==> config.mk <==
export PLATFORM = sky130hd
export DESIGN_NAME = bhs_blend
export DESIGN_NICKNAME = d
export VERILOG_FILES = /design/src/bhs_pkg.sv /design/src/bhs_blend.sv
export SDC_FILE = /design/constraint.sdc
export NUM_CORES = 1
export LEC_CHECK = 0
export BUFFER_PORTS_ARGS = -buffer_cell sky130_fd_sc_hd__buf_4
export CAP_MARGIN = 20
export CORE_ASPECT_RATIO = 1.2
export CORE_UTILIZATION = 60
export DETAILED_ROUTE_END_ITERATION = 10
export PLACE_DENSITY = 0.79
export SYNTH_ARGS = -nofsm -noshare
export SYNTH_HDL_FRONTEND = slang
export SYNTH_SLANG_ARGS = --single-unit
==> constraint.sdc <==
create_clock -name vclk -period 21.5
set_input_delay 4.3 -clock vclk [all_inputs]
set_output_delay 4.3 -clock vclk [all_outputs]
set_load 0.05 [all_outputs]
==> src/bhs_pkg.sv <==
// ----------------------------------------------------------------------------
// bhs_pkg
// shared types and constants of the bilinear height sampler
// ----------------------------------------------------------------------------
package bhs_pkg;

    localparam int MAX_POINTS = 256;
    localparam int PTS_W      = $clog2(MAX_POINTS) + 1;
    localparam int IDX_W      = $clog2(MAX_POINTS);
    localparam int ADDR_W     = 16;
    localparam int HEIGHT_W   = 32;
    localparam int FRAC_W     = 16;
    localparam int CFG_IDX_W  = 3;
    localparam int CFG_DATA_W = 32;

    localparam logic FUNC_WRITE = 1'b0;
    localparam logic FUNC_QUERY = 1'b1;

    localparam logic [CFG_IDX_W-1:0] CFG_GRID_POINTS  = 3'd0;
    localparam logic [CFG_IDX_W-1:0] CFG_HALF_EXTENT  = 3'd1;
    localparam logic [CFG_IDX_W-1:0] CFG_INVERSE_CELL = 3'd2;
    localparam logic [CFG_IDX_W-1:0] CFG_MAP_READY    = 3'd3;

    localparam logic [8:0]  RESET_GRID_POINTS  = 9'd256;
    localparam logic [30:0] RESET_HALF_EXTENT  = 31'd16777216;
    localparam logic [31:0] RESET_INVERSE_CELL = 32'd32640;

    typedef struct packed {
        logic                       func;
        logic [ADDR_W-1:0]          entry_index;
        logic signed [HEIGHT_W-1:0] entry_height;
        logic signed [31:0]         query_x;
        logic signed [31:0]         query_z;
    } req_t;

    typedef struct packed {
        logic signed [HEIGHT_W-1:0] height;
        logic                       hit;
    } rsp_t;

endpackage

==> src/bhs_blend.sv <==
// ----------------------------------------------------------------------------
// bhs_blend
// linear blend a + floor((b - a) * f / 2^16)
// ----------------------------------------------------------------------------
module bhs_blend
    import bhs_pkg::*;
(
    input  logic signed [HEIGHT_W-1:0] a,
    input  logic signed [HEIGHT_W-1:0] b,
    input  logic [FRAC_W-1:0]          frac,
    output logic signed [HEIGHT_W-1:0] y
);

    localparam int DIFF_W = HEIGHT_W + 1;
    localparam int PROD_W = DIFF_W + FRAC_W + 1;

    logic signed [DIFF_W-1:0] diff;
    logic signed [PROD_W-1:0] prod;

    assign diff = {b[HEIGHT_W-1], b} - {a[HEIGHT_W-1], a};
    assign prod = $signed({{(FRAC_W + 1){diff[DIFF_W-1]}}, diff})
                * $signed({{DIFF_W{1'b0}}, 1'b0, frac});
    // floor shift, only the low bits matter since the blend stays in range
    assign y    = a + prod[FRAC_W+HEIGHT_W-1:FRAC_W];

endmodule

==> out/results.txt <==
Status - complete, no violations
Fin crit period - 20050 ps
Clk_buf instances - 0
Synth top area cells - fa_1 45%, inv_1 11%, ha_1 10%
GRT Resource Usage Total - 0.331
Top Ports - 112
Largest net degree at the start of global routing - 39
Crit. End Element - output port
Most common cell after layout, fill and taps aside - inv_1
Non-Filler Instances - 3085
Net count after synthesis - 3355
Final ANT Viol Nets - 0
Synthesized area per cell - 8.36 um2
DR WL/cell - 19.2 um
Cell area after layout - 23000 um2
CP most frequent cell - fa_1
CP Launch Type - primary input
RSZ-0062 raised after global routing - false
CP delay by family, top - adder cells
Slowest-stage cell, CP - xnor2_2
Slew HR - 0.214
Commonest cells after routing, fill and taps aside - 629 x inv_1, 491 x fa_1, 337 x nand2_1
Yosys cell types - 72
Post-synthesis sequential area ratio - 0
WP data required - 17200 ps
Mean number of vias per cell - 5.77
Final net count - 3369
CTS Hold Bufs - 0
Reg area - 0 um2
Worst Hold Class - primary input to output port
Maxcap violations - 0
Worst Setup Slack, final - 1450 ps
DRC errors left - 0
Crit path max fanout - 16
Slew @ Worst Pin - 1170 ps
Share of cells above drive strength 1 - 0.0665
Setup Buffers After CTS - 0
Fin crit share - 0.932
Placed inst area - 23000 um2
Area share of the largest cell type after synthesis - 0.452
DP Cell Count - 3084
Area Growth Syn to Fin - 5.62%
DRT Pass-1 Iters - 8
Mapped cell area - 21800 um2
Initial antenna violation count - 0
Total wire length - 59200 um
Starting Density - 0.607
Core area - 35800 um2
Die Y-Extent - 211 um
Yosys Warn Count - 0
Detailed placer's ending HPWL - 46800 um
Setup violations, final - 0
Via count - 17815
Initial DRC count - 1183
Crit Path Class - primary input to output port
Diode count - 0
CP Buf/Inv Count - 5
Num sequential - 0
Global-route wire length before repair - 95800 um
Crit-path max cell delay - 800 ps
Port buffer count - 112
Slew Viols, Final - 0
DIE WIDTH - 176 um
Max Freq - 49.9 MHz
Die area - 37000 um2
Vias in the first global route - 19328
Yosys top cell by area - fa_1
WP data arrival - 15750 ps
Core Rows - 76
Synth Instances - 2605
Setup TNS - 0 ps
Cts repair resizes - 0
Final Hold Viols - 0
Grt ovf - 0
Dpl ws - 1660 ps
GP Congestion - 0.906
cells by family (layout without fill, tap and decap cells):
kind of cell | after synthesis | in the layout | synth area share
adders and majority gates | 670 | 670 | 0.554
and+or+nand+nor | 796 | 796 | 0.180
muxes | 16 | 16 | 0.00816
buffers and inverters | 751 | 763 | 0.130
xor gates and xnor gates | 91 | 91 | 0.0366
AOI/OAI and AO/OA | 281 | 281 | 0.0908
worst paths after layout:
path     to  depth (start not counted)  slack, ps  from
min    y[0]                          3       9000  a[0]
max   y[30]                         42       1450  a[0]
Yosys cell counts (all sizes together) (12+ instances only):
cell and n:
clkbuf 115, ha 179, xor2 22, o311ai 12, xnor2 69, o21a 27
a21o 39, nor3 26, nand2 337, nor2b 27, nand3 30, a21oi 64
and2 220, nand2b 33, inv 629, nor2 75, fa 491, o21ai 47
a31oi 12
metrics by stage:
stage               hold WS, ps  utilization
global placement           8990        0.641
global route               9010        0.641
CTS                        9000        0.641
finish                     9000        0.641
detailed placement         9000        0.641
floorplan                  8980            -
metal layers:
metal  GRT usage  share of wire  vias up
li1            -              -     7860
met1       0.376           0.36     8973
met2       0.612           0.52      744
met3      0.0306          0.058      238
met4       0.173          0.060        0
met5           0              0        -
final cells by class:
cell class | count | area [um2]
fillers | 3028 | 12900
inverters | 629 | 2360
multi-input cells | 1854 | 19000
well taps | 468 | 586
repair buffers | 134 | 1010
Power is not shown: default switching activity piles up to over one toggle a cycle in this logic, so the estimate is an artifact.
